==> config.mk <==
export PLATFORM = sky130hd
export DESIGN_NAME = integer_to_radix_ascii
export DESIGN_NICKNAME = d
export VERILOG_FILES = /design/src/rtl/i2ra_pkg.sv /design/src/rtl/i2ra_ram.sv /design/src/rtl/integer_to_radix_ascii.sv
export SDC_FILE = /design/constraint.sdc
export NUM_CORES = 1
export LEC_CHECK = 0
export ABC_AREA = 1
export BUFFER_PORTS_ARGS = -buffer_cell sky130_fd_sc_hd__buf_2
export CAP_MARGIN = 20
export CORE_AREA = 2 2 137 166
export CTS_CLUSTER_DIAMETER = 40
export CTS_CLUSTER_SIZE = 30
export DETAILED_ROUTE_END_ITERATION = 8
export DIE_AREA = 0 0 139 168
export MAX_ROUTING_LAYER = met4
export PLACE_DENSITY = 0.64
export SKIP_CTS_REPAIR_TIMING = 1
export SYNTH_ARGS = -nofsm -noshare
export SYNTH_HDL_FRONTEND = slang
export SYNTH_SLANG_ARGS = --single-unit
==> constraint.sdc <==
create_clock -name clock -period 20.9 [get_ports clock]
set_input_delay 2.09 -clock clock [delete_from_list [all_inputs] [get_ports clock]]
set_output_delay 2.09 -clock clock [all_outputs]
set_load 0.01 [all_outputs]
==> src/rtl/i2ra_pkg.sv <==
package i2ra_pkg;

   localparam int MAX_DIGITS   = 32;
   localparam int VALUE_WIDTH  = 31;
   localparam int RADIX_WIDTH  = 5;
   localparam int CHAR_WIDTH   = 7;
   localparam int DIGIT_WIDTH  = 4;
   localparam int ADDR_WIDTH   = $clog2(MAX_DIGITS);
   localparam int COUNT_WIDTH  = $clog2(MAX_DIGITS + 1);
   localparam int DIV_WIDTH    = 32;
   localparam int CHUNK_BITS   = 8;
   localparam int CHUNKS       = DIV_WIDTH / CHUNK_BITS;
   localparam int CHUNK_CNT_W  = $clog2(CHUNKS);

   localparam logic [RADIX_WIDTH-1:0] RADIX_MIN  = RADIX_WIDTH'(2);
   localparam logic [RADIX_WIDTH-1:0] RADIX_MAX  = RADIX_WIDTH'(16);
   localparam logic [CHAR_WIDTH-1:0]  CHAR_ZERO  = CHAR_WIDTH'(48);
   localparam logic [CHAR_WIDTH-1:0]  ALPHA_GAP  = CHAR_WIDTH'(7);
   localparam logic [DIGIT_WIDTH-1:0] DIGIT_NINE = DIGIT_WIDTH'(9);

   typedef logic [2:0] step_type;

   // Program addresses
   localparam step_type STEP_IDLE   = 3'd0;
   localparam step_type STEP_DIVIDE = 3'd1;
   localparam step_type STEP_STORE  = 3'd2;
   localparam step_type STEP_POINT  = 3'd3;
   localparam step_type STEP_EMIT   = 3'd4;

   typedef enum logic [2:0] {
      COND_NEVER,
      COND_NO_START,
      COND_CHUNK_MORE,
      COND_MORE_DIGITS,
      COND_PTR_NONZERO
   } cond_type;

   typedef struct packed {
      logic     busy;
      logic     load;
      logic     divide;
      logic     store;
      logic     set_ptr;
      logic     emit;
      cond_type cond;
      step_type jump_step;
      step_type next_step;
   } ctrl_type;

   // Control store: on a true condition take jump_step, otherwise next_step
   function automatic ctrl_type microcode(input step_type s);
      ctrl_type w;
      w = '{busy: 1'b0, load: 1'b0, divide: 1'b0, store: 1'b0, set_ptr: 1'b0,
            emit: 1'b0, cond: COND_NEVER, jump_step: STEP_IDLE, next_step: STEP_IDLE};
      unique case (s)
         STEP_IDLE: begin
            w.load      = 1'b1;
            w.cond      = COND_NO_START;
            w.jump_step = STEP_IDLE;
            w.next_step = STEP_DIVIDE;
         end
         STEP_DIVIDE: begin
            w.busy      = 1'b1;
            w.divide    = 1'b1;
            w.cond      = COND_CHUNK_MORE;
            w.jump_step = STEP_DIVIDE;
            w.next_step = STEP_STORE;
         end
         STEP_STORE: begin
            w.busy      = 1'b1;
            w.store     = 1'b1;
            w.cond      = COND_MORE_DIGITS;
            w.jump_step = STEP_DIVIDE;
            w.next_step = STEP_POINT;
         end
         STEP_POINT: begin
            w.busy      = 1'b1;
            w.set_ptr   = 1'b1;
            w.next_step = STEP_EMIT;
         end
         STEP_EMIT: begin
            w.busy      = 1'b1;
            w.emit      = 1'b1;
            w.cond      = COND_PTR_NONZERO;
            w.jump_step = STEP_EMIT;
            w.next_step = STEP_IDLE;
         end
         default: begin
            w.next_step = STEP_IDLE;
         end
      endcase
      return w;
   endfunction

   function automatic logic [CHAR_WIDTH-1:0] digit_to_ascii(input logic [DIGIT_WIDTH-1:0] d);
      logic [CHAR_WIDTH-1:0] c;
      c = CHAR_ZERO + CHAR_WIDTH'(d);
      if (d > DIGIT_NINE) begin
         c = c + ALPHA_GAP;
      end
      return c;
   endfunction

endpackage

==> src/rtl/i2ra_ram.sv <==
module i2ra_ram #(
   parameter int WIDTH = 4,
   parameter int DEPTH = 32
) (
   input  logic                     clock,
   input  logic                     wr_en,
   input  logic [$clog2(DEPTH)-1:0] wr_addr,
   input  logic [WIDTH-1:0]         wr_data,
   input  logic [$clog2(DEPTH)-1:0] rd_addr,
   output logic [WIDTH-1:0]         rd_data
);

   logic [WIDTH-1:0] mem_ff [DEPTH];
   logic [WIDTH-1:0] rd_data_ff;

   always_ff @(posedge clock) begin
      if (wr_en) begin
         mem_ff[wr_addr] <= wr_data;
      end
      rd_data_ff <= mem_ff[rd_addr];
   end

   assign rd_data = rd_data_ff;

endmodule

==> src/rtl/integer_to_radix_ascii.sv <==
// Converts a 31-bit unsigned value to upper-case ASCII digits in radix 2..16
// (radix codes below 2 act as 2, above 16 as 16), most significant digit
// first, one digit per strobe on rsp_valid with rsp_last on the final one;
// zero gives the single digit '0'. Pulse start while busy is low to hand over
// a transaction. A value has at most 31 digits (in radix 2); busy stays high
// from the accepting edge until the final digit: each digit takes four passes
// through the shared divide unit, which resolves eight quotient bits a cycle,
// plus a store step, then one step sets up the read and the digits are emitted
// from the digit RAM. Digits come out in consecutive cycles and cannot be held
// off.
module integer_to_radix_ascii
   import i2ra_pkg::*;
(
   input  logic                   clock,
   input  logic                   reset,
   input  logic                   start,
   output logic                   busy,
   input  logic [VALUE_WIDTH-1:0] req_value,
   input  logic [RADIX_WIDTH-1:0] req_radix,
   output logic                   rsp_valid,
   output logic [CHAR_WIDTH-1:0]  rsp_digit_char,
   output logic                   rsp_last
);

   ctrl_type ctrl;
   logic     accept;
   logic     cond_true;

   step_type                step_ff, step_in;
   logic [CHUNK_CNT_W-1:0]  chunk_ff, chunk_in;
   logic [COUNT_WIDTH-1:0]  count_ff, count_in;
   logic [ADDR_WIDTH-1:0]   ptr_ff, ptr_in;
   logic [DIV_WIDTH-1:0]    dividend_ff, dividend_in;
   logic [DIGIT_WIDTH-1:0]  rem_ff, rem_in;
   logic [RADIX_WIDTH-1:0]  radix_ff, radix_in;
   logic [RADIX_WIDTH-1:0]  radix_clamped;

   logic [RADIX_WIDTH-1:0]  rem_tmp;
   logic [CHUNK_BITS-1:0]   qbits;
   logic [DIGIT_WIDTH-1:0]  rd_digit;

   assign ctrl   = microcode(step_ff);
   assign busy   = ctrl.busy;
   assign accept = start & ~busy;

   always_comb begin
      radix_clamped = req_radix;
      if (req_radix < RADIX_MIN) begin
         radix_clamped = RADIX_MIN;
      end else if (req_radix > RADIX_MAX) begin
         radix_clamped = RADIX_MAX;
      end
   end

   // Eight restoring-division steps on the top byte of the dividend
   always_comb begin
      rem_tmp = RADIX_WIDTH'(rem_ff);
      qbits   = '0;
      for (int i = 0; i < CHUNK_BITS; i++) begin
         rem_tmp = {rem_tmp[DIGIT_WIDTH-1:0], dividend_ff[DIV_WIDTH-1-i]};
         if (rem_tmp >= radix_ff) begin
            rem_tmp                  = rem_tmp - radix_ff;
            qbits[CHUNK_BITS-1-i]    = 1'b1;
         end
      end
   end

   always_comb begin
      unique case (ctrl.cond)
         COND_NEVER:       cond_true = 1'b0;
         COND_NO_START:    cond_true = ~start;
         COND_CHUNK_MORE:  cond_true = (chunk_ff != CHUNK_CNT_W'(CHUNKS - 1));
         COND_MORE_DIGITS: cond_true = (dividend_ff != '0)
                                       && (count_ff != COUNT_WIDTH'(MAX_DIGITS - 1));
         COND_PTR_NONZERO: cond_true = (ptr_ff != '0);
         default:          cond_true = 1'b0;
      endcase
   end

   always_comb begin
      step_in     = cond_true ? ctrl.jump_step : ctrl.next_step;
      chunk_in    = chunk_ff;
      count_in    = count_ff;
      ptr_in      = ptr_ff;
      dividend_in = dividend_ff;
      rem_in      = rem_ff;
      radix_in    = radix_ff;
      if (ctrl.load && accept) begin
         dividend_in = DIV_WIDTH'(req_value);
         radix_in    = radix_clamped;
         rem_in      = '0;
         chunk_in    = '0;
         count_in    = '0;
      end
      if (ctrl.divide) begin
         dividend_in = {dividend_ff[DIV_WIDTH-CHUNK_BITS-1:0], qbits};
         rem_in      = rem_tmp[DIGIT_WIDTH-1:0];
         chunk_in    = chunk_ff + CHUNK_CNT_W'(1);
      end
      if (ctrl.store) begin
         // dividend now holds the quotient; restart the remainder
         rem_in   = '0;
         count_in = count_ff + COUNT_WIDTH'(1);
      end
      if (ctrl.set_ptr) begin
         ptr_in = ADDR_WIDTH'(count_ff - COUNT_WIDTH'(1));
      end
      if (ctrl.emit) begin
         ptr_in = ptr_ff - ADDR_WIDTH'(1);
      end
   end

   always_ff @(posedge clock) begin
      if (reset) begin
         step_ff  <= STEP_IDLE;
         chunk_ff <= '0;
         count_ff <= '0;
         ptr_ff   <= '0;
      end else begin
         step_ff  <= step_in;
         chunk_ff <= chunk_in;
         count_ff <= count_in;
         ptr_ff   <= ptr_in;
      end
   end

   always_ff @(posedge clock) begin
      dividend_ff <= dividend_in;
      rem_ff      <= rem_in;
      radix_ff    <= radix_in;
   end

   // Read address runs one step ahead so the digit is ready in the emit cycle
   i2ra_ram #(
      .WIDTH (DIGIT_WIDTH),
      .DEPTH (MAX_DIGITS)
   ) u_digit_ram (
      .clock   (clock),
      .wr_en   (ctrl.store),
      .wr_addr (count_ff[ADDR_WIDTH-1:0]),
      .wr_data (rem_ff),
      .rd_addr (ptr_in),
      .rd_data (rd_digit)
   );

   assign rsp_valid      = ctrl.emit;
   assign rsp_last       = ctrl.emit & (ptr_ff == '0);
   assign rsp_digit_char = digit_to_ascii(rd_digit);

   a_valid_while_busy: assert property (@(posedge clock) disable iff (reset)
      rsp_valid |-> busy)
      else $error("digit strobe outside a transaction");

   a_busy_after_accept: assert property (@(posedge clock) disable iff (reset)
      accept |=> busy)
      else $error("accepted transaction did not raise busy");

   a_digits_back_to_back: assert property (@(posedge clock) disable iff (reset)
      (rsp_valid && !rsp_last) |=> rsp_valid)
      else $error("gap inside a digit burst");

   a_idle_after_last: assert property (@(posedge clock) disable iff (reset)
      (rsp_valid && rsp_last) |=> (!busy && !rsp_valid))
      else $error("block not idle after final digit");

endmodule
Yosys cells after proc, flatten, opt, wreduce, memory -nomap -nowiden
Memory sizes are Yosys's and may differ from the RTL's. A register that Yosys moved wholly into a read port is not among the register bits.
Index checks and enable logic that the tools add are counted.
- register bits: 57
- bits in writable memories: 128
- input bits: 39
- output and inout bits: 10
- word-level logic and storage cells: 98
- memories: 1
- add/subtract/negate cells: 14
- magnitude comparators: 11
- equality and inequality tests: 10
- mux-type cells: 40
- bitwise gates (word level): 4
- reduce and logical (&&, ||, !) cells: 10
- memories (name ; depth ; width ; read ports ; clocked after Yosys merged registers in ; wr ports ; RTL line ; source):
    u_digit_ram.mem_ff ; 32 ; 4 ; 1 ; 1 ; 1 ; i2ra_ram.sv:13 ; logic [WIDTH-1:0] mem_ff [DEPTH];
- operator list (kind ; number):
    $mux W32 ; 2
    $ge A5 B5 Y1 ; 8
    $mux W4 ; 10
    $reduce_bool A32 Y1 ; 1
    $sub A4 B4 Y4 ; 8
    $pmux W6 S4 ; 1
    $mux W1 ; 16
    $mux W5 ; 3
    $eq A3 B2 Y1 const B ; 4
    $mux W6 ; 2
    $pmux W3 S4 ; 1
    $sub A5 B1 Y5 const B ; 2
    $add A6 B4 Y7 const A ; 1
    $add A7 B3 Y7 const B ; 1
    $mux W7 ; 1
    $add A6 B1 Y6 const B ; 1
    $eq A3 B1 Y1 const B ; 2
    $eq A3 B3 Y1 const B ; 2
    $ne A6 B5 Y1 const B ; 1
    $gt A5 B5 Y1 const B ; 1
    $logic_not A5 Y1 ; 1
    $lt A5 B2 Y1 const B ; 1
    $reduce_bool A5 Y1 ; 1
    $gt A4 B4 Y1 const B ; 1
    other kinds (12) ; 17

Depth between registers and ports, before layout
- word-level depth: 17
- gate-level depth with buffers: 73
- gate-level depth less buffers: 73

Hierarchy
From an unflattened synthesis, not the netlist that was laid out.
- cell total of the unflattened synthesis: 1116
- area, all modules: 10304.9 µm²
- modules (own cells, without submodules) (module ; instances ; cells each ; area an instance (µm²) ; seq. area each (µm²)):
    i2ra_ram ; 1 ; 486 ; 5496.5 ; 3923.8
    integer_to_radix_ascii ; 1 ; 630 ; 4808.4 ; 1511.4

Worst setup path after synthesis
Ideal clock, no wire load.
- path type: reg2reg
- from: register radix_ff[1]
- to: register rem_ff[1]
- setup time: 0.127 ns
- arrival: 9.717 ns
- data required time: 20.773 ns
- slack: 11.055 ns
- cell stages (with the launch flop): 61
- path buffers: 0
- clock period less this slack: 9.845 ns
- cells stage by stage: edfxtp_1 -> inv_1 -> ha_1 -> a21o_1 -> a31oi_1 -> nand3_1 -> o21ai_0 -> ha_1 -> a21oi_1 -> o21a_1 -> nand3_1 -> inv_1 -> or2_2 -> nand2_1 -> ha_1 -> a21oi_1 -> o21a_1 -> nand3_1 -> (+25 left out) -> ha_1 -> nand4_1 -> nand3_1 -> nand2_1 -> nand2_1 -> inv_1 -> nand3_1 -> and2_1 -> ha_1 -> a21o_1 -> o21ai_0 -> nand2_1 -> nand2_1 -> nand2_1 -> nand2_1 -> o22ai_1 -> a21oi_1 -> nor2_1
- word-level cells in the longest chain between the ends: 17
- elaborated cells on any way between the ends: 25
- classes of those cells: add/sub (8); order compare (8); mux (9)
- RTL lines (item ; RTL line ; source):
    start: declaration ; integer_to_radix_ascii.sv:35 ; logic [RADIX_WIDTH-1:0] radix_ff, radix_in;
    start signal: assignment ; integer_to_radix_ascii.sv:130 ; radix_ff <= radix_in;
    $sub A4 B4 Y4 / $ge A5 B5 Y1 (equally long branches) ; integer_to_radix_ascii.sv:62, integer_to_radix_ascii.sv:61 ;
    $mux W4 ; integer_to_radix_ascii.sv:61 ; if (rem_tmp >= radix_ff) begin
    $sub A4 B4 Y4 / $ge A5 B5 Y1 (equally long branches) ; integer_to_radix_ascii.sv:62, integer_to_radix_ascii.sv:61 ;
    $mux W4 ; integer_to_radix_ascii.sv:61 ;
    $sub A4 B4 Y4 / $ge A5 B5 Y1 (equally long branches) ; integer_to_radix_ascii.sv:62, integer_to_radix_ascii.sv:61 ;
    $mux W4 ; integer_to_radix_ascii.sv:61 ;
    $ge A5 B5 Y1 / $sub A4 B4 Y4 (equally long branches) ; integer_to_radix_ascii.sv:61, integer_to_radix_ascii.sv:62 ;
    $mux W4 ; integer_to_radix_ascii.sv:61 ;
    $sub A4 B4 Y4 / $ge A5 B5 Y1 (equally long branches) ; integer_to_radix_ascii.sv:62, integer_to_radix_ascii.sv:61 ;
    $mux W4 ; integer_to_radix_ascii.sv:61 ;
    $sub A4 B4 Y4 / $ge A5 B5 Y1 (equally long branches) ; integer_to_radix_ascii.sv:62, integer_to_radix_ascii.sv:61 ;
    $mux W4 ; integer_to_radix_ascii.sv:61 ;
    $ge A5 B5 Y1 / $sub A4 B4 Y4 (equally long branches) ; integer_to_radix_ascii.sv:61, integer_to_radix_ascii.sv:62 ;
    $mux W4 ; integer_to_radix_ascii.sv:61 ;
    $sub A4 B4 Y4 / $ge A5 B5 Y1 (equally long branches) ; integer_to_radix_ascii.sv:62, integer_to_radix_ascii.sv:61 ;
    $mux W4 * ; integer_to_radix_ascii.sv:61 ;
    $mux W4 * ; integer_to_radix_ascii.sv:95 ; if (ctrl.divide) begin
    end signal: assignment ; integer_to_radix_ascii.sv:129 ; rem_ff <= rem_in;
    end: declaration ; integer_to_radix_ascii.sv:34 ; logic [DIGIT_WIDTH-1:0] rem_ff, rem_in;
Every way passes the cells marked *; elsewhere a longest branch is shown, timed or not.
A chain may end at the register's enable or synchronous reset.

Worst setup path after layout
Same ends and word-level chain as after synthesis.

==> impl_metrics.py <==
metrics = {
    "worst_setup_path": {
        "cp_num_cells": 61,
        "required_ns": 21.18,
        "path_common_cell": "nand2_1",
        "startpoint": "radix_ff[1]",
        "cp-end-kind": "register",
        "crit_buf_inv": 8,
        "slowest_stage": "edfxtp_1",
        "start_kind": "register",
        "crit_fanout": 9,
        "reg2reg_from": "radix_ff[1]",
        "endpoint": "rem_ff[1]",
        "worstPathArrival_ns": 11.30,
        "worstReg2RegEnd": "rem_ff[1]",
        "max_stage_delay_ns": 0.68,
        "crit_type": "reg -> reg",
        "worst-r2r-setup-slack_ns": 9.88,
        "r2r_cells": 61,
        "cpLargestDelayFamily": "simple AND/OR/NAND/NOR gates",
    },
    "logic_synthesis": {
        "yosysUniqueCellTypes": 43,
        "syn_nets": 1273,
        "ys_seq_area_share_pct": 51.7,
        "syn_area_per_cell_sq_um": 8.93,
        "async_reset_ff_share_pct": 0,
        "ys_warn_count": 0,
        "synth-seq-cells": 189,
        "synth_edf_count": 165,
        "syn-cell-area_sq_um": 10500,
        "synthCells": 1177,
        "yosys_most_used_dff": "edfxtp_1",
    },
    "timing": {
        "setup_violations": 0,
        "rsz0062_at_grt": "no",
        "maxSlewHeadroom_pct": 27.9,
        "holdWs_ns": 0.471,
        "hold_violations": 0,
        "final.min_clock_period_ns": 11.02,
        "finClkSkew_ns": 0.00976,
        "fin_ws_ns": 9.88,
        "slew_violations": 0,
        "period_share_pct": 52.7,
        "fin_tns_setup_ns": 0,
        "fmax_ghz": 0.0907,
        "worst_slew_pin_slew_ns": 1.08,
    },
    "detailed_routing": {
        "remaining_drc_errors": 0,
        "ant_nets": 0,
        "drt-vias-per-instance": 5.24,
        "routed_wl_microns": 24000,
        "via_count": 7898,
        "dr.pass1.iters": 5,
        "post_drt_wl_per_cell_microns": 15.9,
        "drtIter0Drc": 466,
    },
    "placement": {
        "port_buffers": 48,
        "dp_slack_ns": 9.95,
        "dp_hpwl_microns": 16400,
        "gp_congestion": 0.923,
    },
    "die": {
        "start_util_pct": 47.9,
        "num_rows": 60,
        "ioPinCount": 49,
        "die_h_microns": 168,
        "die_area_sq_um": 23400,
        "core_sq_um": 21900,
        "die_width_microns": 139,
    },
    "global_route": {
        "grt_usage_pct": 21.7,
        "grt_max_degree": 54,
        "gr-total-overflow": 0,
        "grt_pass1_wl_microns": 38500,
        "grt_pass1_vias": 7696,
        "antenna_found_initial": 0,
    },
    "finish": {
        "layout.area.seq_sq_um": 5440,
        "layout_commonest_cell": "nand2_1",
        "multi_input_area_sq_um": 4110,
        "final_nets": 1312,
        "area_growth_pct": 9.85,
        "drive_gt1_share_pct": 9.85,
        "mostFrequentLayoutCells": "nand2_1 (275), inv_1 (197), nand3_1 (176), edfxtp_1 (165), nor2_1 (61)",
        "fillers": 2034,
        "diodes": 0,
    },
    "clock_network": {
        "clkTransAtPathRegs_ns": 0.07,
        "cts-root-buf": "clkbuf_16",
        "clockBufferDepth": 2,
        "clk_latency_ns": 0.42,
        "cts_tree": "done",
        "cts-buffers-inserted": 17,
        "clock_sinks": 189,
        "h-tree-depth": 4,
    },
    "worst_hold_path": {
        "hold_path_class": "reg -> reg",
    },
    "job": {
        "maxCapViolations": 0,
    },
    "run_status": {
        "status": "completed",
    },
}
==> per-layer routing <==
layer | share of wire, % | vias to the layer above | global-route usage, % | routed length [microns]
met1 | 40 | 3657 | 24.2 | 9700
met5 | 0 | - | - | 0
met3 | 3.9 | 45 | 2.79 | 931
li1 | - | 3973 | - | -
met2 | 53 | 223 | 39.6 | 12600
met4 | 3.1 | 0 | 8.34 | 753
==> sequential cells by signal, summed over array words and instances (netlist names) <==
name / count
step_ff: 3
u_digit_ram.mem_ff: 128
radix_ff: 5
rem_ff: 4
u_digit_ram.rd_data: 4
chunk_ff: 2
dividend_ff: 32
ptr_ff: 5
count_ff: 6
==> cell usage after synthesis (2+ instances only) <==
library cell,n,area (sq um)
fa_1,8,160
and2_1,6,37.5
nor4_1,10,62.6
inv_2,5,18.8
or3_1,2,12.5
nand2_1,275,1030
ha_1,49,613
buf_2,10,50.1
a21o_1,4,30.0
nand3b_1,16,120
nor3_1,4,20.0
a21oi_1,28,140
dfxtp_1,24,480
nand4_1,15,93.8
clkbuf_1,13,48.8
buf_6,2,22.5
a211oi_1,3,22.5
xor2_1,6,52.6
inv_1,197,739
xnor2_1,7,61.3
o21ai_0,38,190
nand2_4,4,45.0
nand2_2,5,31.3
o21a_1,5,37.5
edfxtp_1,165,4950
or2_2,12,75.1
nand3_4,2,35.0
a31oi_1,3,18.8
nand3_1,176,881
buf_4,10,75.1
nor2_1,61,229
==> cells by family (layout without fill, tap and decap cells) <==
family          count (synthesis)  after routing  share of synthesized area [%]
compound gates                 89             89                           4.86
xor+xnor                       13             13                           1.08
fa+ha+maj                      57             57                           7.36
buf+inv                       238            290                           9.14
flops                         189            189                           51.7
simple gates                  591            591                           25.8
==> area by class of cell <==
cell class	count	share of cell area, %
Timing Repair Buffer	55	2.54
Multi-Input combinational cell	750	35.6
Clock buffer	20	3.96
Clock inverter	12	1.15
Tap cell	279	3.02
Inverter	203	6.62
Sequential cell	189	47.1
==> stage by stage <==
step | util (%) | instances | cell area, sq um
2_1_floorplan | - | 1177 | 10500
4_1_cts | 52.7 | 1508 | 11500
6_report | 52.7 | 1508 | 11500
3_5_place_dp | 50.0 | 1476 | 11000
5_1_grt | 52.7 | 1508 | 11500
3_3_place_gp | 50.0 | 1476 | 11000
==> worst min path at each step <==
stage / start / slack (ns) / end / cells after the start
floorplan: chunk_ff[0] / 0.43 / chunk_ff[0] / 1
global placement: count_ff[5] / 0.45 / count_ff[5] / 2
detailed placement: count_ff[5] / 0.46 / count_ff[5] / 2
CTS: chunk_ff[0] / 0.47 / chunk_ff[0] / 1
global route: count_ff[5] / 0.48 / count_ff[5] / 2
finish: chunk_ff[0] / 0.47 / chunk_ff[0] / 1
Power is not shown: default switching activity piles up to over one toggle a cycle in this logic, so the estimate is an artifact.
